## src/rtl/core/srgb_pkg.sv

```systemverilog
// shared constants, types and helper functions of the rgb command line parser
`timescale 1ns / 1ps

package srgb_pkg;

    localparam int LINE_DEPTH = 128;
    localparam int ADDR_W     = $clog2(LINE_DEPTH);
    localparam int LEN_W      = $clog2(LINE_DEPTH + 1);
    localparam int TDATA_W    = 32;

    localparam logic [7:0] CH_CR = 8'd13;
    localparam logic [7:0] CH_BS = 8'd127;

    localparam logic       KIND_ECHO = 1'b0;
    localparam logic       KIND_LINE = 1'b1;

    localparam logic [1:0] CHAN_NONE  = 2'd0;
    localparam logic [1:0] CHAN_RED   = 2'd1;
    localparam logic [1:0] CHAN_GREEN = 2'd2;
    localparam logic [1:0] CHAN_BLUE  = 2'd3;

    // one result beat before packing onto the bus
    typedef struct packed {
        logic       kind;
        logic [7:0] echo;
        logic [1:0] chan;
        logic [15:0] level;
        logic       ovf;
    } srgb_result_t;

    // parser status seen by the walk control
    typedef struct packed {
        logic        stop;
        logic [1:0]  chan;
        logic [15:0] value;
    } srgb_parse_status_t;

    function automatic logic is_space(input logic [7:0] c);
        is_space = (c == 8'd32) || ((c >= 8'd9) && (c <= 8'd13));
    endfunction

    function automatic logic is_digit(input logic [7:0] c);
        is_digit = (c >= "0") && (c <= "9");
    endfunction

    // channel picked by the first letter of the line
    function automatic logic [1:0] kw_pick(input logic [7:0] c);
        case (c)
            "r":     kw_pick = CHAN_RED;
            "g":     kw_pick = CHAN_GREEN;
            "b":     kw_pick = CHAN_BLUE;
            default: kw_pick = CHAN_NONE;
        endcase
    endfunction

    function automatic logic [2:0] kw_len(input logic [1:0] kw);
        case (kw)
            CHAN_RED:   kw_len = 3'd3;
            CHAN_GREEN: kw_len = 3'd5;
            CHAN_BLUE:  kw_len = 3'd4;
            default:    kw_len = 3'd0;
        endcase
    endfunction

    function automatic logic [7:0] kw_char(input logic [1:0] kw, input logic [2:0] idx);
        logic [7:0] c;
        c = 8'h00;
        case (kw)
            CHAN_RED:
            begin
                case (idx)
                    3'd0:    c = "r";
                    3'd1:    c = "e";
                    3'd2:    c = "d";
                    default: c = 8'h00;
                endcase
            end
            CHAN_GREEN:
            begin
                case (idx)
                    3'd0:    c = "g";
                    3'd1:    c = "r";
                    3'd2:    c = "e";
                    3'd3:    c = "e";
                    3'd4:    c = "n";
                    default: c = 8'h00;
                endcase
            end
            CHAN_BLUE:
            begin
                case (idx)
                    3'd0:    c = "b";
                    3'd1:    c = "l";
                    3'd2:    c = "u";
                    3'd3:    c = "e";
                    default: c = 8'h00;
                endcase
            end
            default: c = 8'h00;
        endcase
        kw_char = c;
    endfunction

endpackage

```

## src/rtl/core/srgb_line_ram.sv

```systemverilog
// simple dual port line store, registered read
`timescale 1ns / 1ps

module srgb_line_ram #(
    parameter int DEPTH = 128,
    parameter int WIDTH = 8
) (
    input  logic                     clk,
    input  logic                     wr_en,
    input  logic [$clog2(DEPTH)-1:0] wr_addr,
    input  logic [WIDTH-1:0]         wr_data,
    input  logic                     rd_en,
    input  logic [$clog2(DEPTH)-1:0] rd_addr,
    output logic [WIDTH-1:0]         rd_data
);

    logic [WIDTH-1:0] mem [DEPTH];

    always_ff @(posedge clk)
    begin
        if (wr_en)
        begin
            mem[wr_addr] <= wr_data;
        end
    end

    always_ff @(posedge clk)
    begin
        if (rd_en)
        begin
            rd_data <= mem[rd_addr];
        end
    end

endmodule

```

## src/rtl/core/srgb_parser.sv

```systemverilog
// character-at-a-time matcher for the red / green / blue commands
`timescale 1ns / 1ps

module srgb_parser (
    input  logic                         clk,
    input  logic                         rst_n,
    input  logic                         start,
    input  logic                         step,
    input  logic [7:0]                   char_in,
    output srgb_pkg::srgb_parse_status_t status
);

    typedef enum logic [2:0] {
        P_KW,
        P_WS,
        P_SIGN,
        P_DIG,
        P_STOP
    } phase_t;

    phase_t      phase_reg, phase_next;
    logic [1:0]  kw_reg, kw_next;
    logic [2:0]  idx_reg, idx_next;
    logic        any_reg, any_next;
    logic [15:0] acc_reg, acc_next;
    logic        stop;
    logic [15:0] digit;

    assign digit = {12'd0, 4'(char_in - "0")};

    always_comb
    begin
        phase_next = phase_reg;
        kw_next    = kw_reg;
        idx_next   = idx_reg;
        any_next   = any_reg;
        acc_next   = acc_reg;
        stop       = 1'b0;
        if (start)
        begin
            phase_next = P_KW;
            kw_next    = srgb_pkg::CHAN_NONE;
            idx_next   = 3'd0;
            any_next   = 1'b0;
            acc_next   = 16'd0;
        end
        else if (step)
        begin
            case (phase_reg)
                P_KW:
                begin
                    if (idx_reg == 3'd0)
                    begin
                        kw_next  = srgb_pkg::kw_pick(char_in);
                        idx_next = 3'd1;
                        if (srgb_pkg::kw_pick(char_in) == srgb_pkg::CHAN_NONE)
                        begin
                            stop       = 1'b1;
                            phase_next = P_STOP;
                        end
                    end
                    else if (char_in == srgb_pkg::kw_char(kw_reg, idx_reg))
                    begin
                        idx_next = 3'(idx_reg + 3'd1);
                        if (3'(idx_reg + 3'd1) == srgb_pkg::kw_len(kw_reg))
                        begin
                            phase_next = P_WS;
                        end
                    end
                    else
                    begin
                        stop       = 1'b1;
                        phase_next = P_STOP;
                    end
                end
                P_WS:
                begin
                    // sign is accepted but a square does not depend on it
                    if (srgb_pkg::is_space(char_in))
                    begin
                        phase_next = P_WS;
                    end
                    else if ((char_in == "+") || (char_in == "-"))
                    begin
                        phase_next = P_SIGN;
                    end
                    else if (srgb_pkg::is_digit(char_in))
                    begin
                        acc_next   = digit;
                        any_next   = 1'b1;
                        phase_next = P_DIG;
                    end
                    else
                    begin
                        stop       = 1'b1;
                        phase_next = P_STOP;
                    end
                end
                P_SIGN:
                begin
                    if (srgb_pkg::is_digit(char_in))
                    begin
                        acc_next   = digit;
                        any_next   = 1'b1;
                        phase_next = P_DIG;
                    end
                    else
                    begin
                        stop       = 1'b1;
                        phase_next = P_STOP;
                    end
                end
                P_DIG:
                begin
                    if (srgb_pkg::is_digit(char_in))
                    begin
                        // acc * 10 + digit, wrapping at 16 bits
                        acc_next = 16'({acc_reg[12:0], 3'b000} + {acc_reg[14:0], 1'b0} + digit);
                    end
                    else
                    begin
                        stop       = 1'b1;
                        phase_next = P_STOP;
                    end
                end
                P_STOP:
                begin
                    stop = 1'b1;
                end
                default:
                begin
                    stop       = 1'b1;
                    phase_next = P_STOP;
                end
            endcase
        end
    end

    always_ff @(posedge clk or negedge rst_n)
    begin
        if (!rst_n)
        begin
            phase_reg <= P_STOP;
            kw_reg    <= srgb_pkg::CHAN_NONE;
            idx_reg   <= 3'd0;
            any_reg   <= 1'b0;
            acc_reg   <= 16'd0;
        end
        else
        begin
            phase_reg <= phase_next;
            kw_reg    <= kw_next;
            idx_reg   <= idx_next;
            any_reg   <= any_next;
            acc_reg   <= acc_next;
        end
    end

    assign status.stop  = stop;
    assign status.chan  = any_reg ? kw_reg : srgb_pkg::CHAN_NONE;
    assign status.value = acc_reg;

endmodule

```

## src/rtl/core/serial_rgb_command_line_parser_core.sv

```systemverilog
// top level: line editing, line store walk and result output of the rgb command parser
`timescale 1ns / 1ps
// ordinary byte: echo beat loaded into the skid stage, which drains into the output register;
//   the next byte is taken once the skid stage has drained
// carriage return: the walk reads one store byte per cycle through the registered ram
//   read to the end or until the matcher stops; S_FINISH then loads the skid stage
// input waits in S_WALK and S_FINISH and while the skid stage is full (output stalled)
// reset clears line length, overflow flag and handshake state; line store not cleared

module serial_rgb_command_line_parser_core (
    input  logic                        clk,
    input  logic                        rst_n,
    input  logic                        s_tvalid,
    output logic                        s_tready,
    input  logic [7:0]                  s_tdata,   // [7:0] rx_byte
    output logic                        m_tvalid,
    input  logic                        m_tready,
    output logic [srgb_pkg::TDATA_W-1:0] m_tdata,  // [7:0] echo_char, [9:8] led_channel,
                                                   // [25:10] pwm_level, [26] line_overflowed
    output logic [0:0]                  m_tuser    // [0] result_kind
);

    typedef enum logic [1:0] {
        S_IDLE,
        S_WALK,
        S_FINISH
    } state_t;

    localparam int ADDR_W = srgb_pkg::ADDR_W;
    localparam int LEN_W  = srgb_pkg::LEN_W;

    state_t                  state_reg, state_next;
    logic [LEN_W-1:0]        len_reg, len_next;        // stored line length
    logic                    ovf_reg, ovf_next;        // byte dropped in this line
    logic [LEN_W-1:0]        issue_reg, issue_next;    // next store address to read
    logic                    dvld_reg, dvld_next;      // ram read data is a line byte
    logic                    pend_valid_reg, pend_valid_next;
    srgb_pkg::srgb_result_t  pend_reg, pend_next;      // skid stage ahead of the output
    logic                    out_valid_reg, out_valid_next;
    srgb_pkg::srgb_result_t  out_reg, out_next;

    logic                    accept;
    logic                    is_cr;
    logic                    is_bs;
    logic                    store_byte;
    logic                    walk_step;
    logic                    walk_issue;
    logic [7:0]              rd_data;
    logic [31:0]             square_full;
    srgb_pkg::srgb_parse_status_t status;

    // take a byte only while idle with the skid stage empty
    assign s_tready   = (state_reg == S_IDLE) && !pend_valid_reg;
    assign accept     = s_tvalid && s_tready;
    assign is_cr      = (s_tdata == srgb_pkg::CH_CR);
    assign is_bs      = (s_tdata == srgb_pkg::CH_BS);
    assign store_byte = accept && !is_cr && !is_bs
                        && (len_reg < LEN_W'(srgb_pkg::LINE_DEPTH));

    // walk: read one address per cycle, feed the previous read into the matcher
    assign walk_step  = (state_reg == S_WALK) && dvld_reg;
    assign walk_issue = (state_reg == S_WALK) && (issue_reg < len_reg)
                        && !(walk_step && status.stop);

    srgb_line_ram #(
        .DEPTH (srgb_pkg::LINE_DEPTH),
        .WIDTH (8)
    ) u_line_ram (
        .clk     (clk),
        .wr_en   (store_byte),
        .wr_addr (len_reg[ADDR_W-1:0]),
        .wr_data (s_tdata),
        .rd_en   (walk_issue),
        .rd_addr (issue_reg[ADDR_W-1:0]),
        .rd_data (rd_data)
    );

    srgb_parser u_parser (
        .clk     (clk),
        .rst_n   (rst_n),
        .start   (accept && is_cr),
        .step    (walk_step),
        .char_in (rd_data),
        .status  (status)
    );

    // level = value squared mod 65536, from the matcher's registered value
    assign square_full = status.value * status.value;

    always_comb
    begin
        state_next      = state_reg;
        len_next        = len_reg;
        ovf_next        = ovf_reg;
        issue_next      = issue_reg;
        dvld_next       = 1'b0;
        pend_valid_next = pend_valid_reg;
        pend_next       = pend_reg;
        out_valid_next  = out_valid_reg;
        out_next        = out_reg;

        // skid stage drains into the output register
        if (pend_valid_reg && (!out_valid_reg || m_tready))
        begin
            out_next        = pend_reg;
            out_valid_next  = 1'b1;
            pend_valid_next = 1'b0;
        end
        else if (m_tready)
        begin
            out_valid_next = 1'b0;
        end

        case (state_reg)
            S_IDLE:
            begin
                if (accept)
                begin
                    if (is_cr)
                    begin
                        state_next = S_WALK;
                        issue_next = '0;
                    end
                    else if (is_bs)
                    begin
                        // backspace at an empty line does nothing
                        if (len_reg != '0)
                        begin
                            len_next = LEN_W'(len_reg - 1'b1);
                        end
                    end
                    else if (store_byte)
                    begin
                        len_next              = LEN_W'(len_reg + 1'b1);
                        pend_valid_next       = 1'b1;
                        pend_next.kind        = srgb_pkg::KIND_ECHO;
                        pend_next.echo        = s_tdata;
                        pend_next.chan        = srgb_pkg::CHAN_NONE;
                        pend_next.level       = 16'd0;
                        pend_next.ovf         = 1'b0;
                    end
                    else
                    begin
                        // store full: drop silently and remember it
                        ovf_next = 1'b1;
                    end
                end
            end
            S_WALK:
            begin
                if (walk_issue)
                begin
                    issue_next = LEN_W'(issue_reg + 1'b1);
                    dvld_next  = 1'b1;
                end
                if (walk_step && status.stop)
                begin
                    state_next = S_FINISH;
                end
                else if (!dvld_reg && (issue_reg >= len_reg))
                begin
                    // whole line consumed
                    state_next = S_FINISH;
                end
            end
            S_FINISH:
            begin
                pend_valid_next = 1'b1;
                pend_next.kind  = srgb_pkg::KIND_LINE;
                pend_next.echo  = 8'd0;
                pend_next.chan  = status.chan;
                pend_next.level = (status.chan != srgb_pkg::CHAN_NONE) ?
                                  square_full[15:0] : 16'd0;
                pend_next.ovf   = ovf_reg;
                len_next        = '0;
                ovf_next        = 1'b0;
                state_next      = S_IDLE;
            end
            default:
            begin
                state_next = S_IDLE;
            end
        endcase
    end

    always_ff @(posedge clk or negedge rst_n)
    begin
        if (!rst_n)
        begin
            state_reg      <= S_IDLE;
            len_reg        <= '0;
            ovf_reg        <= 1'b0;
            issue_reg      <= '0;
            dvld_reg       <= 1'b0;
            pend_valid_reg <= 1'b0;
            out_valid_reg  <= 1'b0;
        end
        else
        begin
            state_reg      <= state_next;
            len_reg        <= len_next;
            ovf_reg        <= ovf_next;
            issue_reg      <= issue_next;
            dvld_reg       <= dvld_next;
            pend_valid_reg <= pend_valid_next;
            out_valid_reg  <= out_valid_next;
        end
    end

    // payload registers, no reset
    always_ff @(posedge clk)
    begin
        pend_reg <= pend_next;
        out_reg  <= out_next;
    end

    assign m_tvalid = out_valid_reg;
    assign m_tuser  = out_reg.kind;
    assign m_tdata  = {5'd0, out_reg.ovf, out_reg.level, out_reg.chan, out_reg.echo};

endmodule

```

## config.mk

```make
export PLATFORM = sky130hd
export DESIGN_NAME = serial_rgb_command_line_parser_core
export DESIGN_NICKNAME = d
export VERILOG_FILES = /design/src/rtl/core/srgb_pkg.sv /design/src/rtl/core/srgb_line_ram.sv /design/src/rtl/core/srgb_parser.sv /design/src/rtl/core/serial_rgb_command_line_parser_core.sv
export SDC_FILE = /design/constraint.sdc
export NUM_CORES = 1
export LEC_CHECK = 0
export ABC_AREA = 0
export BUFFER_PORTS_ARGS = -buffer_cell sky130_fd_sc_hd__buf_2
export CAP_MARGIN = 10
export CORE_MARGIN = 2
export CORE_UTILIZATION = 38
export CTS_BUF_LIST = sky130_fd_sc_hd__clkbuf_16
export DETAILED_ROUTE_END_ITERATION = 7
export GPL_TIMING_DRIVEN = 0
export REMOVE_ABC_BUFFERS = 1
export SLEW_MARGIN = 20
export SYNTH_ARGS = -nofsm -noshare
export SYNTH_HDL_FRONTEND = slang
export SYNTH_HIERARCHICAL = 1
export SYNTH_SLANG_ARGS = --single-unit
export TNS_END_PERCENT = 1
```

## constraint.sdc

```tcl
create_clock -name clk -period 6.75 [get_ports clk]
set_input_delay 1.35 -clock clk [delete_from_list [all_inputs] [get_ports clk]]
set_output_delay 1.35 -clock clk [all_outputs]
set_load 0.01 [all_outputs]
```

* After elaboration in Yosys (flattened, before gate mapping) *
Memories as Yosys holds them, arrays and structs flattened. A register that Yosys moved wholly into a read port is not among the register bits.
Cells that the tools add are included.

operators by class
  $add $sub $neg = 7
  $mul = 1
  $lt $le $gt $ge = 7
  eq/ne operators = 40
  muxes and demuxes = 97
  reduce and logical (&&, ||, !) cells = 50

operators with widths
  cell                                                  number
  2-to-1 mux 16 bit                                     7
  2-to-1 mux 28 bit                                     4
  2-to-1 mux 8 bit                                      12
  2-to-1 mux 3 bit                                      20
  one-hot mux 28 bit (2 select lines)                   1
  one-hot mux 16 bit (3 select lines)                   1
  one-hot mux 7 bit (3 select lines)                    2
  equality test 8 x 7 -> 1 bit (second input constant)  4
  one-hot mux 8 bit (2 select lines)                    2
  2-to-1 mux 1 bit                                      28
  AND reduction 5 bit                                   5
  equality test 8 x 6 -> 1 bit (second input constant)  3
  one-hot mux 8 bit (3 select lines)                    1
  2-to-1 mux 2 bit                                      10
  adder 16 bit                                          1
  adder 16 x 4 -> 16 bit                                1
  adder 8 x 1 -> 8 bit (second input constant)          2
  multiplier 16 x 16 -> 16 bit                          1
  one-hot mux 3 bit (5 select lines)                    1
  logical AND 1 bit                                     14
  one-hot mux 7 bit (2 select lines)                    1
  nonzero test 2 bit                                    7
  equality test 3 x 2 -> 1 bit (second input constant)  4
  != test 2 bit (second input constant)                 6
  38 further kinds                                      64

word-level totals
  register bits after elaboration = 103
  RAM bits = 1024
  memories = 1

memories
  name            depth  bits a word  rd ports  clocked after memory_dff  wr ports  line                 RTL
  u_line_ram.mem  128    8            1         1                         1         srgb_line_ram.sv:17  logic [WIDTH-1:0] mem [DEPTH];

* Logic depth before layout (Yosys ltp) *
  depth after elaboration = 21
  gate-level depth with buffers = 22
  mapped depth without buffers = 21

* Cells and area by module *
The synthesis kept the hierarchy.

modules (own cells, without submodules)
  module                               instances  cells an instance  area each (µm²)
  srgb_line_ram                        1          1635               39745.6
  serial_rgb_command_line_parser_core  1          630                6536.3
  srgb_parser                          1          291                2492.4

* Least setup slack after synthesis *
No wires, ideal clock.

  path kind = register -> register
  from = register u_parser.acc_reg[2]
  to = register pend_reg[16] (netlist name) (data pin)
  setup time = 0.266 ns
  arrival time = 5.261 ns
  data required time = 6.484 ns
  path slack = 1.223 ns
  stages on the path, launching flop included = 21
  path buffers = 1
  clock period less this slack = 5.527 ns
  cell sequence = dfrtp_1 > clkbuf_1 > nand2_1 > fa_1 > fa_1 > inv_1 > fa_1 > inv_1 > fa_1 > inv_1 > fa_1 > inv_1 > fa_1 > inv_1 > ha_1 > a21oi_1 > nor2b_1 > a311oi_1 > a21oi_1 > xnor2_1 > nor2_1

on the way
  cells in the longest elaborated chain, start to end = 3

ends and longest elaborated chain
  element                              line                                        RTL
  from (decl)                          srgb_parser.sv:25                           logic [15:0] acc_reg, acc_next;
  from (signal assigned)               srgb_parser.sv:155                          acc_reg <= acc_next;
  multiplier 16 x 16 -> 16 bit         serial_rgb_command_line_parser_core.sv:88   assign square_full = status.value * status.value;
  2-to-1 mux 16 bit                    serial_rgb_command_line_parser_core.sv:172  pend_next.level = (status.chan != srgb_pkg::CHAN_NONE) ?
  one-hot mux 28 bit (2 select lines)  serial_rgb_command_line_parser_core.sv:114  case (state_reg)
  to (signal assigned)                 serial_rgb_command_line_parser_core.sv:213  pend_reg <= pend_next;
  to (decl)                            serial_rgb_command_line_parser_core.sv:38   srgb_pkg::srgb_result_t pend_reg, pend_next;

Every way passes these cells.
A chain may end at the register's enable or synchronous reset.

* Final worst setup path *
  from = register u_parser.acc_reg[1]
  to = register pend_reg[16] (netlist name) (data pin)

The elaborated chain is that of the path after synthesis.

==> reports/qor.yml <==
hold_class: "flop to flop"
multi_input_area_um2: 14000
yosysWarnings: 6
setup_viol: 0
avgRoutedWirePerCell_um: 24.6
dp_hpwl_um: 68700
status: "finished, final reports clean"
tns_ns: 0
place.gp.congestion: 0.785
critPathMaxFanout: 20
slew_headroom: 0.250
avgSynthCellArea_um2: 19.1
finalNonFillerCells: 4380
antenna_found_initial: 6
drc: 0
rsz0062_at_grt: "false"
maxCapViolCount: 0
diodes: 0
core-area_um2: 127000
grt_remaining_overflow: 0
required_ns: 7.16
fp.dieH_um: 362
drtPass1Iterations: 5
drt-total-wl_um: 108000
dieArea_um2: 131000
critPathCaptureType: "flop"
fin_crit_sh: 0.929
cts_tree: "yes"
hold_buffers: 0
drtIter0Drc: 2328
cts_root_buf: "clkbuf_16"
nNetsFinal: 2805
start_util: 0.382
grt_pass1_vias: 24702
peakVddDrop_mv: 0.248
clock_sinks: 1132
ioPinCount: 47
drive_gt1_frac: 0.226
port_buffers: 40
cts_buffers: 113
post_cts_buffers: 0
worstSetupPathType: "flop to flop"
largest_reg_flops: 1024
leakage_nw: 18.0
fmax_mhz: 159
num_vias: 23930
viasPerCell: 5.46
grt_pass1_wl_um: 161000
tightestPinTransition_ns: 1.12
synthCells: 2545
fin_skew_ns: 0.0269
ant_nets: 0
num-fill-cells: 10797
powerDensity_nw_per_um2: 335
clock_latency_ns: 0.69
period_minus_slack_ns: 6.27
hold_viol_final: 0
slew_violations: 0
die_x_um: 362
regArea_um2: 33800
cts_htree_levels: 3
clk_pin_slew_ns: 0.06
grt_usage: 0.166
rows: 131
grt_max_degree: 94
dp.cells: 4170
synthesis.area_um2: 48700
clk_path_buf_depth: 3
syn_to_final_growth_pct: 13.3
crit_path_start_kind: "flop"
ctsResizeCount: 0
crit_arrival_ns: 6.68
## placed cells by master, fill, tap and decap left out, types with 34 or more instances in the layout
cell type  count
clkbuf_16    115
dfrtp_1       39
edfxtp_1    1086
and2_1        36
a21oi_1       34
ha_1         100
inv_1        160
mux4_2       336
nor2_1       173
nand2_1       87
fa_1          70
o21ai_0       39
## worst paths after layout
check	endpoint	depth (start not counted)	slack, ns	from
worst max-delay path	pend_reg[16]$_SDFFCE_PN0P_	20	0.48	u_parser/acc_reg[1]$_DFFE_PN0P_
worst min-delay path	m_tdata[5]$_DFFE_PP_	0	0.42	pend_reg[24]$_SDFFCE_PP0P_
worst max register to register	pend_reg[16]$_SDFFCE_PN0P_	20	0.48	u_parser/acc_reg[1]$_DFFE_PN0P_
worst min register to register	m_tdata[5]$_DFFE_PP_	0	0.42	pend_reg[24]$_SDFFCE_PP0P_
max in group asynchronous	issue_reg[4]$_DFFE_PN0P_	1	5.59	rst_n
min in group asynchronous	pend_valid_reg$_DFF_PN0_	1	0.67	rst_n
## per-stage QoR
step | total power, mW | hold WS, ns | area [µm²] | setup slack [ns] | util
6_report | 18.5 | 0.419 | 55100 | 0.476 | 0.433
5_1_grt | 19.2 | 0.429 | 55100 | 0.167 | 0.433
4_1_cts | 18.7 | 0.419 | 55100 | 0.461 | 0.433
3_5_place_dp | 12.5 | 0.406 | 51400 | 0.478 | 0.404
3_3_place_gp | 12.3 | 0.408 | 50400 | -9.76 | 0.396
2_1_floorplan | 11.5 | 0.400 | 48100 | -5.14 | -
## report_power, final
| part | switching, mW | internal, mW |
|---|---|---|
| combinational | 2.13 | 2.12 |
| clock | 2.58 | 3.61 |
| sequential | 0.216 | 7.84 |
| total | 4.92 | 13.6 |
## metal layers
metal,vias to the layer above,GRT usage,part of all wire
met5,-,0,0.00012
li1,10272,-,-
met1,12753,0.229,0.42
met4,2,0.0510,0.029
met3,173,0.0312,0.065
met2,730,0.267,0.48
## critical path: stages (launching register included)
cell	delay, ns
dfrtp_1	0.81
and2_1	0.25
inv_1	0.06
fa_1	0.49
fa_1	0.50
inv_1	0.06
fa_1	0.50
inv_1	0.05
fa_1	0.47
inv_1	0.05
fa_1	0.54
inv_1	0.06
fa_1	0.53
inv_1	0.05
ha_1	0.36
a21oi_1	0.23
nor2b_1	0.08
a311oi_1	0.39
a21oi_1	0.14
xnor2_1	0.29
nor2_1	0.08
## final cells by class
| class | instances | share of cell area |
|---|---|---|
| Multi-Input combinational cell | 1164 | 0.253 |
| Inverter | 136 | 0.00926 |
| Sequential cell | 1132 | 0.613 |
| Tap cell | 1662 | 0.0377 |
| Clock buffer | 115 | 0.0522 |
| Timing Repair Buffer | 76 | 0.0203 |
| Clock inverter | 95 | 0.0149 |
(Power assumes the default switching activity.)
